--- src/hdl/cti_pkg.sv ---
// Shared widths, codes and control structs of the trapezoid integrator.
// No dependencies; every file but the assertion macro header refers to it by scoped names.
package cti_pkg;

  // field widths of the channels
  localparam int SampleFieldWidth = 16;
  localparam int SigmaFieldWidth  = 12;
  localparam int IntWidth         = 64;
  localparam int ErrWidth         = 32;
  localparam int ModeWidth        = 2;

  // widths actually used inside the fields
  localparam int SampleWidth = 16;
  localparam int SigmaWidth  = 12;

  // derived datapath widths
  localparam int AbsWidth    = SampleWidth + 1;
  localparam int SqWidth     = 2 * AbsWidth;
  localparam int SigSqWidth  = 2 * SigmaWidth + 1;
  localparam int TermWidth   = SqWidth + SigSqWidth;
  localparam int MulSteps    = (AbsWidth > SigmaWidth) ? AbsWidth : SigmaWidth;
  localparam int TermSteps   = (MulSteps > SigSqWidth) ? MulSteps : SigSqWidth;
  localparam int TermCntWidth = $clog2(TermSteps);
  localparam int RootSteps   = ErrWidth;
  localparam int RootCntWidth = $clog2(RootSteps);
  localparam int RemWidth    = ErrWidth + 3;

  // error mode codes
  localparam logic [ModeWidth-1:0] ModeNone = 2'd0;
  localparam int ModeXBit = 0;
  localparam int ModeYBit = 1;

  typedef struct packed {
    logic                  start;
    logic [AbsWidth-1:0]   ady;
    logic [AbsWidth-1:0]   adx;
    logic [SigmaWidth-1:0] sx;
    logic [SigmaWidth-1:0] psx;
    logic [SigmaWidth-1:0] sy;
    logic [SigmaWidth-1:0] psy;
  } terms_req_t;

  typedef struct packed {
    logic                 done;
    logic [SqWidth-1:0]   mag_xy;
    logic [TermWidth-1:0] term_x;
    logic [TermWidth-1:0] term_y;
  } terms_rsp_t;

  typedef struct packed {
    logic                start;
    logic [IntWidth-1:0] radicand;
  } root_req_t;

  typedef struct packed {
    logic                done;
    logic [ErrWidth-1:0] root;
  } root_rsp_t;

endpackage

--- src/hdl/cti_in_if.sv ---
// Sample request channel: valid, ready and one (x, y) sample with sigmas.
// Depends on cti_pkg for field widths.
interface cti_in_if;
  logic                                  valid;
  logic                                  ready;
  logic                                  start_of_set;
  logic signed [cti_pkg::SampleFieldWidth-1:0] sample_x;
  logic signed [cti_pkg::SampleFieldWidth-1:0] sample_y;
  logic [cti_pkg::SigmaFieldWidth-1:0]   sigma_x;
  logic [cti_pkg::SigmaFieldWidth-1:0]   sigma_y;

  modport source (output valid, start_of_set, sample_x, sample_y, sigma_x, sigma_y,
                  input ready);
  modport sink   (input valid, start_of_set, sample_x, sample_y, sigma_x, sigma_y,
                  output ready);
endinterface

--- src/hdl/cti_out_if.sv ---
// Result channel: valid, ready, running integral, error and saturation flag.
// Depends on cti_pkg for field widths.
interface cti_out_if;
  logic                                valid;
  logic                                ready;
  logic signed [cti_pkg::IntWidth-1:0] integral_twice;
  logic [cti_pkg::ErrWidth-1:0]        error_twice;
  logic                                saturated;

  modport source (output valid, integral_twice, error_twice, saturated, input ready);
  modport sink   (input valid, integral_twice, error_twice, saturated, output ready);
endinterface

--- src/hdl/cumulative_trapezoid_integrator.sv ---
// Cumulative trapezoid integrator with propagated error, top level.
// Depends on cti_pkg, cti_in_if, cti_out_if, cti_terms and cti_isqrt.
//
// Usage:
//   in_req_i carries one sample per request: start_of_set, sample_x, sample_y,
//   sigma_x and sigma_y. out_res_o returns one result per request: twice the
//   running integral, the floored square root of the variance sum and the
//   saturation flag. cfg_we_i/cfg_wdata_i write error_mode; write it only
//   while no request is in flight.
//   A start-of-set request clears the sums; its zero result passes through
//   S_PUSH into the output register. Any other request runs in order through
//   the bit-serial products, then the variance terms one sigma-sum bit per
//   cycle, then the square root two radicand bits per cycle, then S_PUSH.
//   ready is high only while no request is being worked on, so the next request
//   is taken at the earliest in the cycle in which the result turns valid.
//   The result sits in an output register; a stalled receiver holds it there,
//   while the next request is already accepted and worked on. Only the handover
//   of the following result waits for the register to free.
//   Reset clears the mode, the sums, the previous sample and all handshakes.
module cumulative_trapezoid_integrator (
  input  logic                              clk_i,
  input  logic                              rst_ni,
  input  logic                              cfg_we_i,
  input  logic [cti_pkg::ModeWidth-1:0]     cfg_wdata_i,
  cti_in_if.sink                            in_req_i,
  cti_out_if.source                         out_res_o
);

  typedef enum logic [1:0] {S_IDLE, S_TERMS, S_ROOT, S_PUSH} state_e;

  state_e                              state_q;
  logic [cti_pkg::ModeWidth-1:0]       mode_q;
  logic signed [cti_pkg::SampleWidth-1:0] prev_x_q, prev_y_q;
  logic [cti_pkg::SigmaWidth-1:0]      prev_sx_q, prev_sy_q;
  logic [cti_pkg::IntWidth-1:0]        integral_q;
  logic [cti_pkg::IntWidth-1:0]        variance_q;
  logic                                sat_q;
  logic                                neg_q;
  logic [cti_pkg::ErrWidth-1:0]        err_q;

  logic                                out_valid_q;
  logic [cti_pkg::IntWidth-1:0]        out_int_q;
  logic [cti_pkg::ErrWidth-1:0]        out_err_q;
  logic                                out_sat_q;

  cti_pkg::terms_req_t terms_req;
  cti_pkg::terms_rsp_t terms_rsp;
  cti_pkg::root_req_t  root_req;
  cti_pkg::root_rsp_t  root_rsp;

  logic                                   in_acc;
  logic signed [cti_pkg::SampleWidth-1:0] x, y;
  logic signed [cti_pkg::AbsWidth-1:0]    dy, dx;
  logic [cti_pkg::AbsWidth-1:0]           ady, adx;
  logic [cti_pkg::SigmaWidth-1:0]         sx, sy;

  logic [cti_pkg::IntWidth-1:0]   mag64, addend, int_sum, int_d;
  logic                           int_ovf;
  logic [cti_pkg::IntWidth+1:0]   var_sum;
  logic [cti_pkg::IntWidth-1:0]   var_d;
  logic                           var_ovf;
  logic                           finish_terms;

  assign in_req_i.ready = (state_q == S_IDLE);
  assign in_acc         = in_req_i.valid && (state_q == S_IDLE);

  assign x  = in_req_i.sample_x[cti_pkg::SampleWidth-1:0];
  assign y  = in_req_i.sample_y[cti_pkg::SampleWidth-1:0];
  assign sx = in_req_i.sigma_x[cti_pkg::SigmaWidth-1:0];
  assign sy = in_req_i.sigma_y[cti_pkg::SigmaWidth-1:0];

  assign dy  = cti_pkg::AbsWidth'(y) + cti_pkg::AbsWidth'(prev_y_q);
  assign dx  = cti_pkg::AbsWidth'(x) - cti_pkg::AbsWidth'(prev_x_q);
  assign ady = dy[cti_pkg::AbsWidth-1] ? cti_pkg::AbsWidth'(-dy) : cti_pkg::AbsWidth'(dy);
  assign adx = dx[cti_pkg::AbsWidth-1] ? cti_pkg::AbsWidth'(-dx) : cti_pkg::AbsWidth'(dx);

  assign terms_req.start = in_acc && !in_req_i.start_of_set;
  assign terms_req.ady   = ady;
  assign terms_req.adx   = adx;
  assign terms_req.sx    = sx;
  assign terms_req.psx   = prev_sx_q;
  assign terms_req.sy    = sy;
  assign terms_req.psy   = prev_sy_q;

  cti_terms u_terms (
    .clk_i  (clk_i),
    .rst_ni (rst_ni),
    .req_i  (terms_req),
    .rsp_o  (terms_rsp)
  );

  assign finish_terms = (state_q == S_TERMS) && terms_rsp.done;

  // saturating accumulation of both running sums
  always_comb begin
    mag64   = cti_pkg::IntWidth'(terms_rsp.mag_xy);
    addend  = neg_q ? (~mag64 + 1'b1) : mag64;
    int_sum = integral_q + addend;
    int_ovf = (integral_q[cti_pkg::IntWidth-1] == addend[cti_pkg::IntWidth-1]) &&
              (int_sum[cti_pkg::IntWidth-1] != integral_q[cti_pkg::IntWidth-1]);
    if (!int_ovf) begin
      int_d = int_sum;
    end else if (integral_q[cti_pkg::IntWidth-1]) begin
      int_d = {1'b1, {(cti_pkg::IntWidth-1){1'b0}}};
    end else begin
      int_d = {1'b0, {(cti_pkg::IntWidth-1){1'b1}}};
    end

    var_sum = (cti_pkg::IntWidth+2)'(variance_q)
            + (mode_q[cti_pkg::ModeXBit] ? (cti_pkg::IntWidth+2)'(terms_rsp.term_x) : '0)
            + (mode_q[cti_pkg::ModeYBit] ? (cti_pkg::IntWidth+2)'(terms_rsp.term_y) : '0);
    if (mode_q == cti_pkg::ModeNone) begin
      var_ovf = 1'b0;
      var_d   = '0;
    end else begin
      var_ovf = |var_sum[cti_pkg::IntWidth+1:cti_pkg::IntWidth];
      var_d   = var_ovf ? '1 : var_sum[cti_pkg::IntWidth-1:0];
    end
  end

  assign root_req.start    = finish_terms;
  assign root_req.radicand = var_d;

  cti_isqrt u_isqrt (
    .clk_i  (clk_i),
    .rst_ni (rst_ni),
    .req_i  (root_req),
    .rsp_o  (root_rsp)
  );

  always_ff @(posedge clk_i or negedge rst_ni) begin
    if (!rst_ni) begin
      state_q     <= S_IDLE;
      mode_q      <= cti_pkg::ModeNone;
      prev_x_q    <= '0;
      prev_y_q    <= '0;
      prev_sx_q   <= '0;
      prev_sy_q   <= '0;
      integral_q  <= '0;
      variance_q  <= '0;
      sat_q       <= 1'b0;
      neg_q       <= 1'b0;
      err_q       <= '0;
      out_valid_q <= 1'b0;
      out_int_q   <= '0;
      out_err_q   <= '0;
      out_sat_q   <= 1'b0;
    end else begin
      if (cfg_we_i) begin
        mode_q <= cfg_wdata_i;
      end
      // drop the result once the receiver has taken it
      if (out_valid_q && out_res_o.ready && (state_q != S_PUSH)) begin
        out_valid_q <= 1'b0;
      end
      case (state_q)
        S_IDLE: begin
          if (in_acc) begin
            prev_x_q  <= x;
            prev_y_q  <= y;
            prev_sx_q <= sx;
            prev_sy_q <= sy;
            neg_q     <= dy[cti_pkg::AbsWidth-1] ^ dx[cti_pkg::AbsWidth-1];
            if (in_req_i.start_of_set) begin
              integral_q <= '0;
              variance_q <= '0;
              sat_q      <= 1'b0;
              err_q      <= '0;
              state_q    <= S_PUSH;
            end else begin
              state_q <= S_TERMS;
            end
          end
        end
        S_TERMS: begin
          if (terms_rsp.done) begin
            integral_q <= int_d;
            variance_q <= var_d;
            sat_q      <= sat_q | int_ovf | var_ovf;
            state_q    <= S_ROOT;
          end
        end
        S_ROOT: begin
          if (root_rsp.done) begin
            err_q   <= root_rsp.root;
            state_q <= S_PUSH;
          end
        end
        S_PUSH: begin
          // hold until the output register is free
          if (!out_valid_q || out_res_o.ready) begin
            out_valid_q <= 1'b1;
            out_int_q   <= integral_q;
            out_err_q   <= err_q;
            out_sat_q   <= sat_q;
            state_q     <= S_IDLE;
          end
        end
        default: state_q <= S_IDLE;
      endcase
    end
  end

  assign out_res_o.valid          = out_valid_q;
  assign out_res_o.integral_twice = out_int_q;
  assign out_res_o.error_twice    = out_err_q;
  assign out_res_o.saturated      = out_sat_q;

endmodule

--- src/hdl/cti_terms.sv ---
// Bit-serial product unit: |dy|*|dx|, the squares of |dy| and |dx|, the sigma
// sums and the two variance terms, one multiplier bit per cycle. Uses cti_pkg.
module cti_terms (
  input  logic                clk_i,
  input  logic                rst_ni,
  input  cti_pkg::terms_req_t req_i,
  output cti_pkg::terms_rsp_t rsp_o
);

  typedef enum logic [1:0] {T_IDLE, T_SQ, T_LOAD, T_TERM} tstate_e;

  tstate_e                           state_q;
  logic [cti_pkg::TermCntWidth-1:0]  cnt_q;
  logic                              done_q;

  // squares phase
  logic [cti_pkg::SqWidth-1:0]    mc_ady_q, mc_adx_q;
  logic [cti_pkg::AbsWidth-1:0]   mr_ady_q, mr_adx_q;
  logic [cti_pkg::SqWidth-1:0]    acc_xy_q, acc_yy_q, acc_xx_q;
  logic [cti_pkg::SigSqWidth-1:0] mc_sx_q, mc_psx_q, mc_sy_q, mc_psy_q;
  logic [cti_pkg::SigmaWidth-1:0] mr_sx_q, mr_psx_q, mr_sy_q, mr_psy_q;
  logic [cti_pkg::SigSqWidth-1:0] acc_sxs_q, acc_sys_q;
  // term phase
  logic [cti_pkg::TermWidth-1:0]  mc_t1_q, mc_t2_q, acc_t1_q, acc_t2_q;
  logic [cti_pkg::SigSqWidth-1:0] mr_t1_q, mr_t2_q;

  always_ff @(posedge clk_i or negedge rst_ni) begin
    if (!rst_ni) begin
      state_q <= T_IDLE;
      cnt_q   <= '0;
      done_q  <= 1'b0;
    end else begin
      done_q <= (state_q == T_TERM) &&
                (cnt_q == cti_pkg::TermCntWidth'(cti_pkg::SigSqWidth - 1));
      case (state_q)
        T_IDLE: begin
          if (req_i.start) begin
            state_q <= T_SQ;
            cnt_q   <= '0;
          end
        end
        T_SQ: begin
          if (cnt_q == cti_pkg::TermCntWidth'(cti_pkg::MulSteps - 1)) begin
            state_q <= T_LOAD;
          end else begin
            cnt_q <= cnt_q + 1'b1;
          end
        end
        T_LOAD: begin
          state_q <= T_TERM;
          cnt_q   <= '0;
        end
        T_TERM: begin
          if (cnt_q == cti_pkg::TermCntWidth'(cti_pkg::SigSqWidth - 1)) begin
            state_q <= T_IDLE;
          end else begin
            cnt_q <= cnt_q + 1'b1;
          end
        end
        default: state_q <= T_IDLE;
      endcase
    end
  end

  always_ff @(posedge clk_i) begin
    case (state_q)
      T_IDLE: begin
        if (req_i.start) begin
          mc_ady_q  <= cti_pkg::SqWidth'(req_i.ady);
          mc_adx_q  <= cti_pkg::SqWidth'(req_i.adx);
          mr_ady_q  <= req_i.ady;
          mr_adx_q  <= req_i.adx;
          mc_sx_q   <= cti_pkg::SigSqWidth'(req_i.sx);
          mc_psx_q  <= cti_pkg::SigSqWidth'(req_i.psx);
          mc_sy_q   <= cti_pkg::SigSqWidth'(req_i.sy);
          mc_psy_q  <= cti_pkg::SigSqWidth'(req_i.psy);
          mr_sx_q   <= req_i.sx;
          mr_psx_q  <= req_i.psx;
          mr_sy_q   <= req_i.sy;
          mr_psy_q  <= req_i.psy;
          acc_xy_q  <= '0;
          acc_yy_q  <= '0;
          acc_xx_q  <= '0;
          acc_sxs_q <= '0;
          acc_sys_q <= '0;
        end
      end
      T_SQ: begin
        acc_xy_q  <= acc_xy_q + (mr_adx_q[0] ? mc_ady_q : '0);
        acc_yy_q  <= acc_yy_q + (mr_ady_q[0] ? mc_ady_q : '0);
        acc_xx_q  <= acc_xx_q + (mr_adx_q[0] ? mc_adx_q : '0);
        acc_sxs_q <= acc_sxs_q + (mr_sx_q[0] ? mc_sx_q : '0)
                     + (mr_psx_q[0] ? mc_psx_q : '0);
        acc_sys_q <= acc_sys_q + (mr_sy_q[0] ? mc_sy_q : '0)
                     + (mr_psy_q[0] ? mc_psy_q : '0);
        mc_ady_q  <= mc_ady_q << 1;
        mc_adx_q  <= mc_adx_q << 1;
        mc_sx_q   <= mc_sx_q << 1;
        mc_psx_q  <= mc_psx_q << 1;
        mc_sy_q   <= mc_sy_q << 1;
        mc_psy_q  <= mc_psy_q << 1;
        mr_ady_q  <= mr_ady_q >> 1;
        mr_adx_q  <= mr_adx_q >> 1;
        mr_sx_q   <= mr_sx_q >> 1;
        mr_psx_q  <= mr_psx_q >> 1;
        mr_sy_q   <= mr_sy_q >> 1;
        mr_psy_q  <= mr_psy_q >> 1;
      end
      T_LOAD: begin
        // dy^2 pairs with the x sigmas, dx^2 with the y sigmas
        mc_t1_q  <= cti_pkg::TermWidth'(acc_yy_q);
        mr_t1_q  <= acc_sxs_q;
        mc_t2_q  <= cti_pkg::TermWidth'(acc_xx_q);
        mr_t2_q  <= acc_sys_q;
        acc_t1_q <= '0;
        acc_t2_q <= '0;
      end
      T_TERM: begin
        acc_t1_q <= acc_t1_q + (mr_t1_q[0] ? mc_t1_q : '0);
        acc_t2_q <= acc_t2_q + (mr_t2_q[0] ? mc_t2_q : '0);
        mc_t1_q  <= mc_t1_q << 1;
        mc_t2_q  <= mc_t2_q << 1;
        mr_t1_q  <= mr_t1_q >> 1;
        mr_t2_q  <= mr_t2_q >> 1;
      end
      default: ;
    endcase
  end

  assign rsp_o.done   = done_q;
  assign rsp_o.mag_xy = acc_xy_q;
  assign rsp_o.term_x = acc_t1_q;
  assign rsp_o.term_y = acc_t2_q;

endmodule

--- src/hdl/cti_isqrt.sv ---
// Digit-serial floor square root: two radicand bits per cycle, one root bit out.
// Uses cti_pkg for widths and the request/response structs.
module cti_isqrt (
  input  logic               clk_i,
  input  logic               rst_ni,
  input  cti_pkg::root_req_t req_i,
  output cti_pkg::root_rsp_t rsp_o
);

  typedef enum logic {R_IDLE, R_RUN} rstate_e;

  rstate_e                          state_q;
  logic [cti_pkg::RootCntWidth-1:0] cnt_q;
  logic                             done_q;

  logic [cti_pkg::IntWidth-1:0] rad_q;
  logic [cti_pkg::RemWidth-1:0] rem_q;
  logic [cti_pkg::ErrWidth-1:0] root_q;

  logic [cti_pkg::RemWidth-1:0] rem_shift;
  logic [cti_pkg::RemWidth-1:0] trial;
  logic                         fits;

  // bring down the next digit and try root*4 + 1
  assign rem_shift = {rem_q[cti_pkg::RemWidth-3:0], rad_q[cti_pkg::IntWidth-1 -: 2]};
  assign trial     = {1'b0, root_q, 2'b01};
  assign fits      = (rem_shift >= trial);

  always_ff @(posedge clk_i or negedge rst_ni) begin
    if (!rst_ni) begin
      state_q <= R_IDLE;
      cnt_q   <= '0;
      done_q  <= 1'b0;
    end else begin
      done_q <= (state_q == R_RUN) &&
                (cnt_q == cti_pkg::RootCntWidth'(cti_pkg::RootSteps - 1));
      case (state_q)
        R_IDLE: begin
          if (req_i.start) begin
            state_q <= R_RUN;
            cnt_q   <= '0;
          end
        end
        R_RUN: begin
          if (cnt_q == cti_pkg::RootCntWidth'(cti_pkg::RootSteps - 1)) begin
            state_q <= R_IDLE;
          end else begin
            cnt_q <= cnt_q + 1'b1;
          end
        end
        default: state_q <= R_IDLE;
      endcase
    end
  end

  always_ff @(posedge clk_i) begin
    if (state_q == R_IDLE) begin
      if (req_i.start) begin
        rad_q  <= req_i.radicand;
        rem_q  <= '0;
        root_q <= '0;
      end
    end else begin
      rad_q  <= rad_q << 2;
      rem_q  <= fits ? (rem_shift - trial) : rem_shift;
      root_q <= {root_q[cti_pkg::ErrWidth-2:0], fits};
    end
  end

  assign rsp_o.done = done_q;
  assign rsp_o.root = root_q;

endmodule

--- src/flat_wrapper.sv ---
// flat-port wrapper written by rule: the top's interface ports become plain ports
module cumulative_trapezoid_integrator_flat 
  (clk_i, rst_ni, cfg_we_i, cfg_wdata_i, in_req_i_valid, in_req_i_start_of_set, in_req_i_sample_x, in_req_i_sample_y, in_req_i_sigma_x, in_req_i_sigma_y, in_req_i_ready, out_res_o_valid, out_res_o_integral_twice, out_res_o_error_twice, out_res_o_saturated, out_res_o_ready);
  cti_in_if in_req_i_i ();
  cti_out_if out_res_o_i ();
  input  logic clk_i;
  input  logic rst_ni;
  input  logic cfg_we_i;
  input  logic [cti_pkg::ModeWidth-1:0] cfg_wdata_i;
  input wire logic [$bits(in_req_i_i.valid)-1:0] in_req_i_valid;
  input wire logic [$bits(in_req_i_i.start_of_set)-1:0] in_req_i_start_of_set;
  input wire logic [$bits(in_req_i_i.sample_x)-1:0] in_req_i_sample_x;
  input wire logic [$bits(in_req_i_i.sample_y)-1:0] in_req_i_sample_y;
  input wire logic [$bits(in_req_i_i.sigma_x)-1:0] in_req_i_sigma_x;
  input wire logic [$bits(in_req_i_i.sigma_y)-1:0] in_req_i_sigma_y;
  output wire logic [$bits(in_req_i_i.ready)-1:0] in_req_i_ready;
  output wire logic [$bits(out_res_o_i.valid)-1:0] out_res_o_valid;
  output wire logic [$bits(out_res_o_i.integral_twice)-1:0] out_res_o_integral_twice;
  output wire logic [$bits(out_res_o_i.error_twice)-1:0] out_res_o_error_twice;
  output wire logic [$bits(out_res_o_i.saturated)-1:0] out_res_o_saturated;
  input wire logic [$bits(out_res_o_i.ready)-1:0] out_res_o_ready;
  assign in_req_i_i.valid = in_req_i_valid;
  assign in_req_i_i.start_of_set = in_req_i_start_of_set;
  assign in_req_i_i.sample_x = in_req_i_sample_x;
  assign in_req_i_i.sample_y = in_req_i_sample_y;
  assign in_req_i_i.sigma_x = in_req_i_sigma_x;
  assign in_req_i_i.sigma_y = in_req_i_sigma_y;
  assign in_req_i_ready = in_req_i_i.ready;
  assign out_res_o_valid = out_res_o_i.valid;
  assign out_res_o_integral_twice = out_res_o_i.integral_twice;
  assign out_res_o_error_twice = out_res_o_i.error_twice;
  assign out_res_o_saturated = out_res_o_i.saturated;
  assign out_res_o_i.ready = out_res_o_ready;
  cumulative_trapezoid_integrator u_core (.clk_i(clk_i), .rst_ni(rst_ni), .cfg_we_i(cfg_we_i), .cfg_wdata_i(cfg_wdata_i), .in_req_i(in_req_i_i), .out_res_o(out_res_o_i));
endmodule
--- config.mk ---
export PLATFORM = sky130hd
export DESIGN_NAME = cumulative_trapezoid_integrator_flat
export DESIGN_NICKNAME = d
export VERILOG_FILES = /design/src/hdl/cti_pkg.sv /design/src/hdl/cti_in_if.sv /design/src/hdl/cti_out_if.sv /design/src/hdl/cumulative_trapezoid_integrator.sv /design/src/hdl/cti_terms.sv /design/src/hdl/cti_isqrt.sv /design/src/flat_wrapper.sv
export SDC_FILE = /design/constraint.sdc
export NUM_CORES = 2
export LEC_CHECK = 0
export BUFFER_PORTS_ARGS = -buffer_cell sky130_fd_sc_hd__buf_2
export CAP_MARGIN = 20
export CORE_MARGIN = 2
export CORE_UTILIZATION = 45
export DETAILED_ROUTE_END_ITERATION = 16
export GPL_ROUTABILITY_DRIVEN = 0
export GPL_TIMING_DRIVEN = 0
export PLACE_DENSITY = 0.69
export REMOVE_ABC_BUFFERS = 1
export SLEW_MARGIN = 20
export SYNTH_ARGS = -nofsm -noshare
export SYNTH_HDL_FRONTEND = slang
export SYNTH_SLANG_ARGS = --single-unit
export TNS_END_PERCENT = 1
--- constraint.sdc ---
create_clock -name clk_i -period 10.8 [get_ports clk_i]
set_clock_uncertainty 0.15 [all_clocks]
set_input_delay 1.08 -clock clk_i [delete_from_list [all_inputs] [get_ports clk_i]]
set_output_delay 1.08 -clock clk_i [all_outputs]
set_load 0.01 [all_outputs]
==> results.md <==
* Layout cell share with drive strength beyond 1 at 10.4%
* Drt pass-1 iters at 6
* Maximum clock rate at 136 MHz
* Fin. Hold Viols at 0
* RR Startpoint: u_core.u_terms.acc_xy_q[5]
* Pleak at 36.4 nW
* Crit path to: u_core.integral_q[20]
* Final wirelength at 166000 um
* Peak VDD IR at 165 uV
* Design area at 83000 um^2
* DPL Wire Length at 119000 um
* DIE WIDTH at 411 um
* Grt ovf at 0
* Sink Count at 1152
* Resize count post-CTS at 0
* DR WL/cell at 16.9 um
* Maximum buffer depth of the clock tree at 3
* CTS tree: built
* Core ar. at 165000 um^2
* R2R depth at 21
* First-pass GRT wire length at 275000 um
* Final setup violation count at 0
* FFs w/ async S/R, synth at a little under 30%
* FF-to-FF End: u_core.integral_q[20]
* Worst setup SP type: register
* P&R area growth vs syn at 11.3%
* Ports at 163
* Yosys top cell by area: edfxtp_1
* Vias at 55076
* Power Density at ~120 nW/um^2
* Initial Util at 45.2%
* Cells after synthesis at 7469
* Sequential fraction of the synthesis area at roughly 44%
* Critical path startpoint: u_core.u_terms.acc_xy_q[5]
* Rel. slew slack at a little over a quarter
* Inserted Clock Buffers at roughly 140
* Post-layout util at 50.4%
* Crit path required time at approximately 11 ns
* Clock transition at the registers of the reported paths at approximately 0.06 ns
* Detail Route Antenna Nets at 0
* Vias per cell at 5.62
* Die area at 169000 um^2
* Critical Path End Type: register
* # Post-CTS Setup Buffers at 0
* Worst-Skew Late Latency at roughly 0.80 ns
* Top cell type's share of synthesized area at approximately a third
* # rows at 149
* R2r setup slk at 3.44 ns
* Vias in the first global route at 54605
* Total track usage at 19.5%
* MaxCap Viol Count at 0
* Tmin final at approximately 7.4 ns
* H-Tree Depth at 4
* Area contributors post-synth: edfxtp_1 (33%), dfrtp_1 (11%), ha_1 (7.8%)
* Setup_tns at 0 ns
* Crit path arrival time at 7.92 ns
* Outcome: finished clean
* Post-synth EDFFs at 815
* Critical path type: register to register
* Residual DRC count at 0
* Root Buffer: clkbuf_16
* Initial DRC Count at between 3000 and 4000
* Mapped Area at 74500 um^2
* Largest net degree at the start of global routing at 107
* Synth warn at 0
* Worst slew pin tran at 1.09 ns
* Avg Inst Size Synth at 9.98 um^2
* Antenna violations before repair at 1
* RSZ-0062 raised after global routing: no
* Ys flop type: edfxtp_1
* Die height at 411 um
* Count of cell types in the netlist at 85
* Dpl cell area at 78300 um^2
* Slew Viols, Final at 0
* Fin crit share at about two thirds
* Critical path fanouts, max at 36
* Nets at slightly above 8000
* Port Buffers at 162
* Hold Path Class: register to register
* Synth Register Bits at 1152
-- cell families (layout without fill, tap and decap cells) --
group           Yosys count  after routing  share of synthesized area [%]
xor+xnor                419            419                           4.92
flops                  1152           1152                           44.1
compound gates         1744           1744                           15.0
mux                     309            309                           4.60
fa+ha+maj               585            585                           11.0
buf+inv                 756            901                           3.89
other cells               0              1                              0
simple gates           2504           2504                           16.5
-- final cells by class --
| type | instances | area (um^2) |
|---|---|---|
| Sequential cell | 1152 | 32900 |
| Timing Repair Buffer | 231 | 2190 |
| Fill cell | 14874 | 81800 |
| Clock inverter | 67 | 897 |
| Clock buffer | 184 | 3790 |
| Antenna cell | 1 | 2.50 |
| Tap cell | 2189 | 2740 |
| Inverter | 419 | 1600 |
| Multi-Input combinational cell | 5561 | 38900 |
-- synth_stat cells, types with 231 or more instances --
| cell type | n |
|---|---|
| a21o_1 | 245 |
| edfxtp_1 | 815 |
| nand2_1 | 777 |
| ha_1 | 466 |
| mux2_2 | 271 |
| xnor2_1 | 231 |
| dfrtp_1 | 335 |
| inv_1 | 417 |
| o21ai_0 | 391 |
| a21oi_1 | 463 |
| clkbuf_1 | 296 |
| nor2_1 | 511 |
| and2_1 | 513 |
-- worst min path at each step --
stage | startpoint | cells past startpoint | endpoint
6_report | u_core.err_q[26] | 2 | u_core.err_q[26]
5_1_grt | u_core.u_isqrt.rad_q[1] | 2 | u_core.u_isqrt.rad_q[1]
4_1_cts | in_req_i_sigma_x[7] | 2 | u_core.prev_sx_q[7]
3_5_place_dp | u_core.u_isqrt.rad_q[1] | 2 | u_core.u_isqrt.rad_q[1]
3_3_place_gp | u_core.u_isqrt.rad_q[0] | 2 | u_core.u_isqrt.rad_q[0]
2_1_floorplan | u_core.u_isqrt.rad_q[1] | 2 | u_core.u_isqrt.rad_q[1]
-- flip-flops by register name (all words and copies together) (netlist names), 32 cells and up --
signal                           flops
u_core.u_terms.acc_xy_q             34
u_core.integral_q                   64
u_core.u_terms.mc_ady_q             34
u_core.u_isqrt.rem_q                33
u_core.out_res_o.error_twice        32
u_core.u_terms.acc_t1_q             59
u_core.u_terms.acc_yy_q             34
u_core.u_isqrt.rad_q                64
u_core.u_terms.acc_t2_q             59
u_core.u_terms.acc_xx_q             34
u_core.variance_q                   64
u_core.out_res_o.integral_twice     64
u_core.u_terms.mc_t1_q              59
u_core.u_isqrt.root_q               32
u_core.err_q                        32
u_core.u_terms.mc_adx_q             34
u_core.u_terms.mc_t2_q              59
-- layer usage --
layer  up-vias  track usage, %  part of all wire, %
li1      26799               -                    -
met1     26584            26.5                   46
met2      1396            31.9                   47
met3       297            2.68                  4.9
met4         0            6.81                  2.9
met5         -               0                    0
-- through the flow --
step                      hold WS, ns  setup slack (ns)  power, W  std cells
after global routing            0.342              3.06    0.0104       9804
after floorplan                 0.282             -4.09   0.00522       7132
after detailed placement        0.316              3.46   0.00540       9551
after global placement          0.291            -11.38   0.00538       9483
after CTS                       0.292              3.42    0.0102       9803
final                           0.320              3.44    0.0101       9804
-- where the power goes --
part           internal [W]  total (W)  switching [W]
Sequential          0.00470    0.00471     0.00000106
Combinational      0.000227   0.000615       0.000387
Clock               0.00277    0.00474        0.00197
-- layout by cell type, fill, tap and decap left out, types with 94 or more instances in the layout --
cell type and count:
buf_2 161, xnor2_1 231, nor2b_1 94, ha_1 463, and2_1 513, clkbuf_16 138
nor2_1 510, edfxtp_1 815, mux2_2 271, xor2_1 188, a21oi_1 462, fa_1 118
inv_1 415, dfrtp_1 331, nor3_1 108, o21ai_0 391, a21o_1 245, nand2_1 774
nand3_1 160
-- critical path, stage by stage, from the launching register on --
cell	delay [ns]
edfxtp_1	0.47
or4_4	0.56
or3_4	0.36
or4_1	0.49
or3_4	0.38
or3_4	0.40
nor2_8	0.31
nand2_1	0.16
o31ai_1	0.34
xnor2_1	0.13
ha_1	0.46
a21o_1	0.17
a21oi_1	0.11
o211ai_1	0.20
a21oi_1	0.09
o31ai_1	0.23
a21oi_1	0.12
o21ai_1	0.67
a31oi_2	0.37
nor2_4	0.63
buf_12	0.28
a22o_1	0.16
-- what timing repair did --
| item | 4_1_cts | 5_1_grt |
|---|---|---|
| hold buffers | 1 | 0 |
| hold endpoints to repair | 1 | 0 |
| setup endpoints to repair | 0 | 0 |
Note: power is estimated with default switching activity, not from simulation.
